## src/hdl/osa_ed_pkg.sv

```systemverilog
`timescale 1ns / 1ps

package osa_ed_pkg;

  // character and result field widths
  localparam int CHAR_W   = 8;
  localparam int DIST_W   = 6;
  localparam int DIST_MAX = 63;

  // item kinds carried on in_tuser
  typedef enum logic [1:0] {
    OP_FIRST  = 2'd0,
    OP_SECOND = 2'd1,
    OP_FINISH = 2'd2
  } opcode_t;

  // control that travels with one row of the wavefront
  typedef struct packed {
    logic valid;
    logic first;
    logic last;
  } wave_ctl_t;

endpackage

```

## src/hdl/osa_ed_ram.sv

```systemverilog
`timescale 1ns / 1ps

module osa_ed_ram #(
  parameter int WIDTH = 8,
  parameter int DEPTH = 32
) (
  input  logic                     clk,
  input  logic                     wr_en,
  input  logic [$clog2(DEPTH)-1:0] wr_addr,
  input  logic [WIDTH-1:0]         wr_data,
  input  logic [$clog2(DEPTH)-1:0] rd_addr,
  output logic [WIDTH-1:0]         rd_data
);

  logic [WIDTH-1:0] mem [DEPTH];

  // one write port, one registered read port
  always_ff @(posedge clk) begin
    if (wr_en) begin
      mem[wr_addr] <= wr_data;
    end
    rd_data <= mem[rd_addr];
  end

endmodule

```

## src/hdl/osa_ed_cell.sv

```systemverilog
`timescale 1ns / 1ps

module osa_ed_cell #(
  parameter int DW  = 6,
  parameter int IDX = 1
) (
  input  logic                      clk,
  input  logic                      rst_n,
  input  logic                      init,
  input  logic [DW-1:0]             m_len,
  input  logic                      load_b,
  input  logic [osa_ed_pkg::CHAR_W-1:0] load_char,
  input  osa_ed_pkg::wave_ctl_t     left_ctl,
  input  logic [DW-1:0]             left_cur,
  input  logic [DW-1:0]             left_prev,
  input  logic [DW-1:0]             left_diagp,
  input  logic [osa_ed_pkg::CHAR_W-1:0] left_a,
  input  logic [osa_ed_pkg::CHAR_W-1:0] left_ap,
  input  logic [osa_ed_pkg::CHAR_W-1:0] left_b,
  output osa_ed_pkg::wave_ctl_t     ctl,
  output logic [DW-1:0]             cur,
  output logic [DW-1:0]             prev,
  output logic [DW-1:0]             diagp,
  output logic [osa_ed_pkg::CHAR_W-1:0] a,
  output logic [osa_ed_pkg::CHAR_W-1:0] ap,
  output logic [osa_ed_pkg::CHAR_W-1:0] b
);

  osa_ed_pkg::wave_ctl_t          ctl_r;
  logic [DW-1:0]                  cur_r, prev_r, diag_r, diagp_r;
  logic [DW-1:0]                  cur_nxt;
  logic [osa_ed_pkg::CHAR_W-1:0]  a_r, ap_r, b_r;
  logic                           active;
  logic                           swap_ok;
  logic [DW:0]                    up_v, left_v, sub_v, swap_v, best2, best3, best4;

  assign active = (m_len >= DW'(IDX));

  // recurrence for one matrix entry, one bit wider so the +1 cannot wrap
  always_comb begin
    up_v    = {1'b0, cur_r} + (DW+1)'(1);
    left_v  = {1'b0, left_cur} + (DW+1)'(1);
    sub_v   = {1'b0, left_prev} + (DW+1)'((left_a == b_r) ? 0 : 1);
    swap_v  = {1'b0, left_diagp} + (DW+1)'(1);
    swap_ok = (IDX > 1) && !left_ctl.first && (left_a == left_b) && (left_ap == b_r);
    best2   = (up_v < left_v) ? up_v : left_v;
    best3   = (sub_v < best2) ? sub_v : best2;
    best4   = (swap_ok && (swap_v < best3)) ? swap_v : best3;
    // columns past the second string just forward the left value to the end of the chain
    cur_nxt = active ? best4[DW-1:0] : left_cur;
  end

  // wave control
  always_ff @(posedge clk) begin
    if (!rst_n) begin
      ctl_r <= '0;
    end else if (init) begin
      ctl_r <= '0;
    end else begin
      ctl_r <= left_ctl;
    end
  end

  // column values: row zero is the column index
  always_ff @(posedge clk) begin
    if (init) begin
      cur_r <= DW'(IDX);
    end else if (left_ctl.valid) begin
      cur_r   <= cur_nxt;
      prev_r  <= cur_r;
      diag_r  <= left_prev;
      diagp_r <= diag_r;
      a_r     <= left_a;
      ap_r    <= left_ap;
    end
  end

  // second string character held by this column
  always_ff @(posedge clk) begin
    if (load_b) begin
      b_r <= load_char;
    end
  end

  assign ctl   = ctl_r;
  assign cur   = cur_r;
  assign prev  = prev_r;
  assign diagp = diagp_r;
  assign a     = a_r;
  assign ap    = ap_r;
  assign b     = b_r;

endmodule

```

## src/hdl/osa_edit_distance.sv

```systemverilog
`timescale 1ns / 1ps

// Optimal string alignment (restricted Damerau-Levenshtein) distance unit.
// Items on in_* append a byte to the first or second string (kind on in_tuser)
// or finish; a finish returns one item with the distance on out_tdata and the
// dropped-character flag on out_tuser, then clears both strings. On a finish,
// the rows of the matrix, one per first-string character read from a RAM, run
// as a wavefront through a chain of MAX_LEN column cells that hold the second
// string, and the answer leaves the last cell. With an empty first string the
// result is the second string's length and no wavefront runs. Appends are taken
// while a result waits on the output register. Characters past MAX_LEN are
// dropped.
module osa_edit_distance #(
  parameter int MAX_LEN = 32
) (
  input  logic        clk,
  input  logic        rst_n,
  input  logic        in_tvalid,
  output logic        in_tready,
  input  logic [7:0]  in_tdata,   // [7:0] character
  input  logic [1:0]  in_tuser,   // [1:0] opcode
  output logic        out_tvalid,
  input  logic        out_tready,
  output logic [7:0]  out_tdata,  // [5:0] distance, [7:6] zero
  output logic        out_tuser   // [0] overflow
);

  localparam int DW = $clog2(MAX_LEN + 1);
  localparam int AW = $clog2(MAX_LEN);
  localparam int CW = osa_ed_pkg::CHAR_W;

  typedef enum logic [1:0] {S_IDLE, S_RUN, S_DONE} state_t;

  state_t                  state_r;
  logic [DW-1:0]           first_len_r, second_len_r;
  logic                    drop_r;
  logic [DW-1:0]           rd_idx_r;
  logic                    issue_r;
  logic [CW-1:0]           ap_char_r;
  logic [DW-1:0]           res_r;
  logic                    out_valid_r;
  logic [osa_ed_pkg::DIST_W-1:0] out_dist_r;
  logic                    out_ovf_r;

  logic                    in_acc;
  logic                    is_first, is_second, is_finish;
  logic                    wr_first, init_run, do_issue;
  logic [CW-1:0]           ram_q;
  logic [osa_ed_pkg::DIST_W-1:0] res_sat;
  logic                    wave_done;

  osa_ed_pkg::wave_ctl_t   ctl_w   [MAX_LEN+1];
  logic [DW-1:0]           cur_w   [MAX_LEN+1];
  logic [DW-1:0]           prev_w  [MAX_LEN+1];
  logic [DW-1:0]           diagp_w [MAX_LEN+1];
  logic [CW-1:0]           a_w     [MAX_LEN+1];
  logic [CW-1:0]           ap_w    [MAX_LEN+1];
  logic [CW-1:0]           b_w     [MAX_LEN+1];

  // input decode
  assign in_tready = (state_r == S_IDLE);
  assign in_acc    = in_tvalid && in_tready;
  assign is_first  = (in_tuser == osa_ed_pkg::OP_FIRST);
  assign is_second = (in_tuser == osa_ed_pkg::OP_SECOND);
  assign is_finish = (in_tuser == osa_ed_pkg::OP_FINISH);
  assign wr_first  = in_acc && is_first && (first_len_r < DW'(MAX_LEN));
  assign init_run  = in_acc && is_finish;
  assign do_issue  = (state_r == S_RUN) && (rd_idx_r < first_len_r);

  // first string store
  osa_ed_ram #(
    .WIDTH (CW),
    .DEPTH (MAX_LEN)
  ) u_first_ram (
    .clk     (clk),
    .wr_en   (wr_first),
    .wr_addr (first_len_r[AW-1:0]),
    .wr_data (in_tdata[CW-1:0]),
    .rd_addr (rd_idx_r[AW-1:0]),
    .rd_data (ram_q)
  );

  // column zero of the matrix feeds the first cell
  always_comb begin
    ctl_w[0].valid = issue_r;
    ctl_w[0].first = (rd_idx_r == DW'(1));
    ctl_w[0].last  = (rd_idx_r == first_len_r);
    cur_w[0]       = rd_idx_r;
    prev_w[0]      = rd_idx_r - DW'(1);
    diagp_w[0]     = '0;
    a_w[0]         = ram_q;
    ap_w[0]        = ap_char_r;
    b_w[0]         = '0;
  end

  // chain of column cells
  for (genvar g = 1; g <= MAX_LEN; g++) begin : g_cell
    logic ld_b;
    assign ld_b = in_acc && is_second && (second_len_r == DW'(g - 1));

    osa_ed_cell #(
      .DW  (DW),
      .IDX (g)
    ) u_cell (
      .clk        (clk),
      .rst_n      (rst_n),
      .init       (init_run),
      .m_len      (second_len_r),
      .load_b     (ld_b),
      .load_char  (in_tdata[CW-1:0]),
      .left_ctl   (ctl_w[g-1]),
      .left_cur   (cur_w[g-1]),
      .left_prev  (prev_w[g-1]),
      .left_diagp (diagp_w[g-1]),
      .left_a     (a_w[g-1]),
      .left_ap    (ap_w[g-1]),
      .left_b     (b_w[g-1]),
      .ctl        (ctl_w[g]),
      .cur        (cur_w[g]),
      .prev       (prev_w[g]),
      .diagp      (diagp_w[g]),
      .a          (a_w[g]),
      .ap         (ap_w[g]),
      .b          (b_w[g])
    );
  end

  assign wave_done = ctl_w[MAX_LEN].valid && ctl_w[MAX_LEN].last;

  // clamp to the result field
  assign res_sat = (32'(res_r) > 32'(osa_ed_pkg::DIST_MAX))
                 ? osa_ed_pkg::DIST_W'(osa_ed_pkg::DIST_MAX)
                 : osa_ed_pkg::DIST_W'(res_r);

  // previous first-string character for the swap check
  always_ff @(posedge clk) begin
    if (issue_r) begin
      ap_char_r <= ram_q;
    end
  end

  // control, string lengths and output register
  always_ff @(posedge clk) begin
    if (!rst_n) begin
      state_r      <= S_IDLE;
      first_len_r  <= '0;
      second_len_r <= '0;
      drop_r       <= 1'b0;
      rd_idx_r     <= '0;
      issue_r      <= 1'b0;
      out_valid_r  <= 1'b0;
    end else begin
      issue_r <= do_issue;
      if (do_issue) begin
        rd_idx_r <= rd_idx_r + DW'(1);
      end
      // the done state reloads the output register itself
      if (out_valid_r && out_tready && (state_r != S_DONE)) begin
        out_valid_r <= 1'b0;
      end
      unique case (state_r)
        S_IDLE: begin
          if (in_acc) begin
            if (is_first) begin
              if (first_len_r < DW'(MAX_LEN)) begin
                first_len_r <= first_len_r + DW'(1);
              end else begin
                drop_r <= 1'b1;
              end
            end else if (is_second) begin
              if (second_len_r < DW'(MAX_LEN)) begin
                second_len_r <= second_len_r + DW'(1);
              end else begin
                drop_r <= 1'b1;
              end
            end else if (is_finish) begin
              rd_idx_r <= '0;
              if (first_len_r == '0) begin
                res_r   <= second_len_r;
                state_r <= S_DONE;
              end else begin
                state_r <= S_RUN;
              end
            end
          end
        end
        S_RUN: begin
          if (wave_done) begin
            res_r   <= cur_w[MAX_LEN];
            state_r <= S_DONE;
          end
        end
        S_DONE: begin
          if (!out_valid_r || out_tready) begin
            out_valid_r  <= 1'b1;
            out_dist_r   <= res_sat;
            out_ovf_r    <= drop_r;
            first_len_r  <= '0;
            second_len_r <= '0;
            drop_r       <= 1'b0;
            rd_idx_r     <= '0;
            state_r      <= S_IDLE;
          end
        end
        default: begin
          state_r <= S_IDLE;
        end
      endcase
    end
  end

  assign out_tvalid = out_valid_r;
  assign out_tdata  = 8'(out_dist_r);
  assign out_tuser  = out_ovf_r;

  // string lengths never pass the capacity
  a_len_cap: assert property (@(posedge clk) disable iff (!rst_n)
    (first_len_r <= DW'(MAX_LEN)) && (second_len_r <= DW'(MAX_LEN)))
    else $error("string length above capacity");

  // row reads never run past the first string
  a_rd_bound: assert property (@(posedge clk) disable iff (!rst_n)
    rd_idx_r <= first_len_r)
    else $error("row index past first string");

  // the final row only leaves the chain while a finish is running
  a_wave_state: assert property (@(posedge clk) disable iff (!rst_n)
    wave_done |-> (state_r == S_RUN))
    else $error("wavefront finished outside a run");

  // the distance never exceeds the longer string
  a_dist_bound: assert property (@(posedge clk) disable iff (!rst_n)
    (state_r == S_DONE) |->
      ((res_r <= first_len_r) || (res_r <= second_len_r)))
    else $error("distance above longer string length");

endmodule

```

## config.mk

```make
export PLATFORM = sky130hd
export DESIGN_NAME = osa_edit_distance
export DESIGN_NICKNAME = d
export VERILOG_FILES = /design/src/hdl/osa_ed_pkg.sv /design/src/hdl/osa_ed_ram.sv /design/src/hdl/osa_ed_cell.sv /design/src/hdl/osa_edit_distance.sv
export SDC_FILE = /design/constraint.sdc
export NUM_CORES = 2
export LEC_CHECK = 0
export BUFFER_PORTS_ARGS = -buffer_cell sky130_fd_sc_hd__buf_2
export CORE_AREA = 2 2 450 452
export DETAILED_ROUTE_END_ITERATION = 10
export DIE_AREA = 0 0 452 454
export GPL_TIMING_DRIVEN = 0
export HOLD_SLACK_MARGIN = 0.05
export PLACE_DENSITY = 0.76
export SLEW_MARGIN = 15
export SYNTH_ARGS = -nofsm -noshare
export SYNTH_HDL_FRONTEND = slang
export SYNTH_SLANG_ARGS = --single-unit
```

## constraint.sdc

```tcl
create_clock -name clk -period 9 [get_ports clk]
set_input_delay 0.45 -clock clk [delete_from_list [all_inputs] [get_ports clk]]
set_output_delay 0.45 -clock clk [all_outputs]
set_load 0.01 [all_outputs]
```

==> impl_summary.md <==
Synth
After synthesis, the most frequently instantiated cells are 1,587 x edfxtp_1, 645 x xor2_1, 591 x ha_1. Counting flops with an async set or reset pin after synthesis yields a share of 0. The proportion of netlist area held by the largest area contributor is 0.4790. edfxtp_1 takes more of the synthesized area than any other cell. In the post-synthesis netlist, the biggest area contributors are edfxtp_1 48%, ha_1 7.4%, dfxtp_1 6.4%.

The distinct cell type count after synthesis is 114. The number of enable flip-flop cells after synthesis is between 1,500 and 2,000. The synthesized design contains ~1,900 register bits.

The synthesized netlist occupies a cell area of slightly below 0.1 mm2. The mean area per synthesized cell is around 12 um2. Yosys instantiated no cell more often than edfxtp_1. The share of the Yosys chip area taken by registers is 0.5430. The count of yosys warnings during synthesis is 0.

The most used flip-flop cell after synthesis is edfxtp_1. The gate count of the mapped netlist is approximately 8,300.

Routing
The detail route stage leaves a number of antenna-violating nets equal to 0. In the final routed layout, each cell accounts on average for 24.61 um. The detailed router finished its first iteration with roughly 8,000 violations.

The via total after detailed routing is between 60,000 and 70,000. The detailed-routing iteration count for the pre-antenna-repair pass is 6. The average vias per placed instance is approximately 6.1. The routed design has 280.9 mm of wire. The detailed-route DRC error count is 0.

Timing
The count of final max-slew check failures is 0. The routed design could run at a clock period as short as slightly below 8 ns. The transition time at the pin with the least slew margin is 1.352 ns. The worst pin sits at a relative slew slack of 0.09641. Setup repair after global routing left no endpoint under its margin. The hold violation total from the final report came to 0.

Setup violations remaining at the end of the flow were counted as 0. Setup slack closes at between 1 and 1.5 ns. The post-route clock period utilization is 0.8722.

For the final routed database, the setup TNS stands at 0 ns. Timing would allow up to ~0.13 GHz. Between clock sinks in the finished design, the worst skew comes to between 0.05 and 0.06 ns.

Critical path
The beginning of the worst register-to-register path is g_cell[4].u_cell.cur[0]. The slowest stage cell on the critical path is nor3_1. The most used cell along the critical path is ha_1. The signal arrival time at the worst endpoint is around 8.6 ns. The critical path launch point type is a flip-flop. The internal reg-to-reg setup slack is between 1 and 1.5 ns. STA classifies the critical path endpoint as a flip-flop. In this run the worst path has a maximum fanout of 11. The origin of the worst setup path is g_cell[4].u_cell.cur[0]. Data on the critical path is required at its endpoint by slightly below 10 ns. The worst reg2reg path depth is 27. The category of the critical setup timing path is reg -> reg. The capture instance of the worst register-to-register path is g_cell[4].u_cell.cur[1].

The biggest cell delay along the critical path is around 0.63 ns.

Clocking
The buffer cell driving the clock tree root is clkbuf_16. TritonCTS built the clock tree. The clock insertion delay at the later pin of the skew report is between 0.8 and 0.9 ns.

In this run the number of H-tree levels came out at 4. Buffers inserted to repair hold after CTS numbered 4. The maximum root-to-sink buffer count is 3. The number of buffers created by CTS is 190. Clock-pin slew was measured on the worst setup and hold paths at 0.06 ns. Gates resized during post-CTS repair numbered 0. Once the clock tree was built, the setup fixing pass inserted 0 buffers.

The clock drives 1,905 sinks.

Finish
The area growth from synthesis to layout is 10.78%. Across the whole layout, storage elements account for ~0.054 mm2. The fraction of layout instances using a drive strength above 1 is 0.07752. The footprint of the multi-input gates is approximately 0.044 mm2. The number of inserted filler cells in the final layout is 16,337. After routing the design area is ~0.11 mm2. The net total in the final layout is between 9,000 and 10,000.

Floorplan
The cell row count is 165. The die is between 400 and 500 um tall. The initial standard-cell utilization of the core is 0.4953. The die covers approximately 0.21 mm2. The die boundary width is 452 um. In this run the count of I/O pins placed on the die edge is 25.

After floorplanning, the core was sized to cover 0.2009 mm2.

Worst hold path
The number of cells on the worst hold path is 1. The source of the worst hold timing path is in_tdata[1]. The worst hold path class is in -> reg. For hold timing, the worst endpoint is g_cell[5].u_cell.b[1].

Power
The internal power component is about 14 mW. The clock network power share is 0.450. Power spread over the standard cell area amounts to around 160 mW/mm2. The leakage power summed over all cells is 39.57 nW.

The maximum ir drop on the vdd rail is 0.0001898 V. Of the total power, the share spent switching nets is 0.2165. The total power is 17.84 mW.

The power spent charging and discharging nets is between 3 and 4 mW. The sequential share of power is 0.531. Of the total power, combinational logic draws 0.019.

GRT
The number of antenna violations at the first check in global routing is 28. The pin count of the biggest net entering global routing is 44. Summed over all layers, the global routing overflow is 0. In the global route stage, overall resource usage came out at 0.2681. The first global-routing pass estimated roughly 420 mm of wire.

The number of global-route vias before repair is 68,272.

Place
The instance area at placement is between 0.1 and 0.15 mm2. The count of buffers added on input and output ports is 20. At the end of routability-driven placement, the weighted congestion stood at slightly above 1. The placed wire-length estimate after detailed placement is about 210 mm.

Prior to clock tree synthesis, the placed netlist has a worst setup slack of between 1 and 1.5 ns.

Job
The tool flagged a number of max-cap violations equal to 0.

Status
The run finished with clean final reports.
[flip-flops by register name (all words and copies together) (netlist names), 95 cells and up]
name	cells
g_cell.u_cell.b	256
g_cell.u_cell.ap	248
g_cell.u_cell.prev	186
u_first_ram.mem	256
g_cell.u_cell.diagp	186
g_cell.u_cell.ctl	95
g_cell.u_cell.a	248
g_cell.u_cell.diag_r	186
g_cell.u_cell.cur	192
[layout by cell type, fill, tap and decap left out, types with 34 or more instances in the layout]
cell type | synthesis | final
a211oi_1 | 47 | 47
a21o_1 | 63 | 63
a21oi_1 | 386 | 386
a221oi_1 | 34 | 34
a31oi_1 | 83 | 83
and3_1 | 218 | 218
buf_2 | 27 | 43
clkbuf_1 | 135 | 165
clkbuf_16 | 0 | 191
clkinv_2 | 0 | 35
dfxtp_1 | 318 | 318
edfxtp_1 | 1587 | 1587
ha_1 | 591 | 591
inv_1 | 318 | 316
mux2_2 | 61 | 61
mux2i_1 | 183 | 183
mux4_2 | 80 | 80
nand2_1 | 492 | 492
nand2b_1 | 75 | 75
nand3_1 | 390 | 390
nand4_1 | 163 | 163
nor2_1 | 529 | 518
nor2b_1 | 65 | 65
nor3_1 | 90 | 90
nor4_1 | 123 | 121
o211ai_1 | 49 | 49
o21a_1 | 67 | 67
o21ai_0 | 348 | 348
o22ai_1 | 34 | 34
xnor2_1 | 558 | 558
xor2_1 | 645 | 645
[per-stage QoR]
step | utilization | hold slack (ns) | instances
after CTS | 0.5486 | 0.05073 | 11405
after floorplan | - | 0.4003 | 8318
after global routing | 0.5486 | 0.07377 | 11407
final | 0.5487 | 0.1094 | 11412
after global placement | 0.5125 | 0.4006 | 11010
after detailed placement | 0.5171 | 0.4045 | 11044
[kinds of logic after synthesis]
family	count (synthesis)	synth area share
AO/OA/AOI/OAI	1436	0.09450
XOR/XNOR	1207	0.1066
adder cells (fa/ha/maj)	617	0.07702
buffers and inverters	503	0.01952
flip-flops	1905	0.5430
multiplexers	327	0.04384
other	1	0.00003769
AND/OR/NAND/NOR	2321	0.1156
[final cells by class]
| type | instances | share of cell area |
|---|---|---|
| flip-flops and latches | 1905 | 0.4901 |
| diodes | 7 | 0.0001589 |
| clock inverters | 100 | 0.01009 |
| well taps | 2672 | 0.03033 |
| clock buffers | 257 | 0.04688 |
| repair buffers | 58 | 0.008332 |
| multi-input cells | 5910 | 0.3962 |
| plain buffers | 183 | 0.006993 |
| inverters | 320 | 0.01090 |
[per-layer routing]
layer  vias to the layer above  track usage  share of wire
met3                       695      0.04465          0.082
met1                     33788       0.3500           0.40
met5                         -            0        0.00024
met4                        10       0.1292          0.052
li1                      31624            -              -
met2                      3248       0.4352           0.46
[worst max-delay path by stage]
stage	slack [ns]	to	cells after the start
final	1.15	g_cell[4].u_cell.cur[1]	27
after global placement	1.28	g_cell[4].u_cell.cur[5]	27
after floorplan	3.01	g_cell[4].u_cell.cur[1]	27
after detailed placement	1.41	g_cell[4].u_cell.cur[1]	27
after CTS	1.34	g_cell[22].u_cell.cur[1]	30
after global routing	0.31	g_cell[22].u_cell.cur[1]	30
[critical path, delay by kind of cell, from the launching register on]
| family | cells | cell delay [ns] |
|---|---|---|
| flip-flops | 1 | 0.62 |
| AND/OR/NAND/NOR | 7 | 1.79 |
| AO/OA/AOI/OAI | 14 | 3.36 |
| multiplexers | 1 | 0.31 |
| adder cells (fa/ha/maj) | 5 | 1.67 |
[power groups by stage]
stage	Clock [mW]	Sequential (mW)	Combinational, mW
floorplan	0	9.66	0.142
global placement	0	9.66	0.301
detailed placement	0	9.66	0.328
CTS	8.09	9.47	0.330
global route	8.42	9.46	0.354
finish	8.03	9.47	0.339
Power figures use the tool's default switching activity.
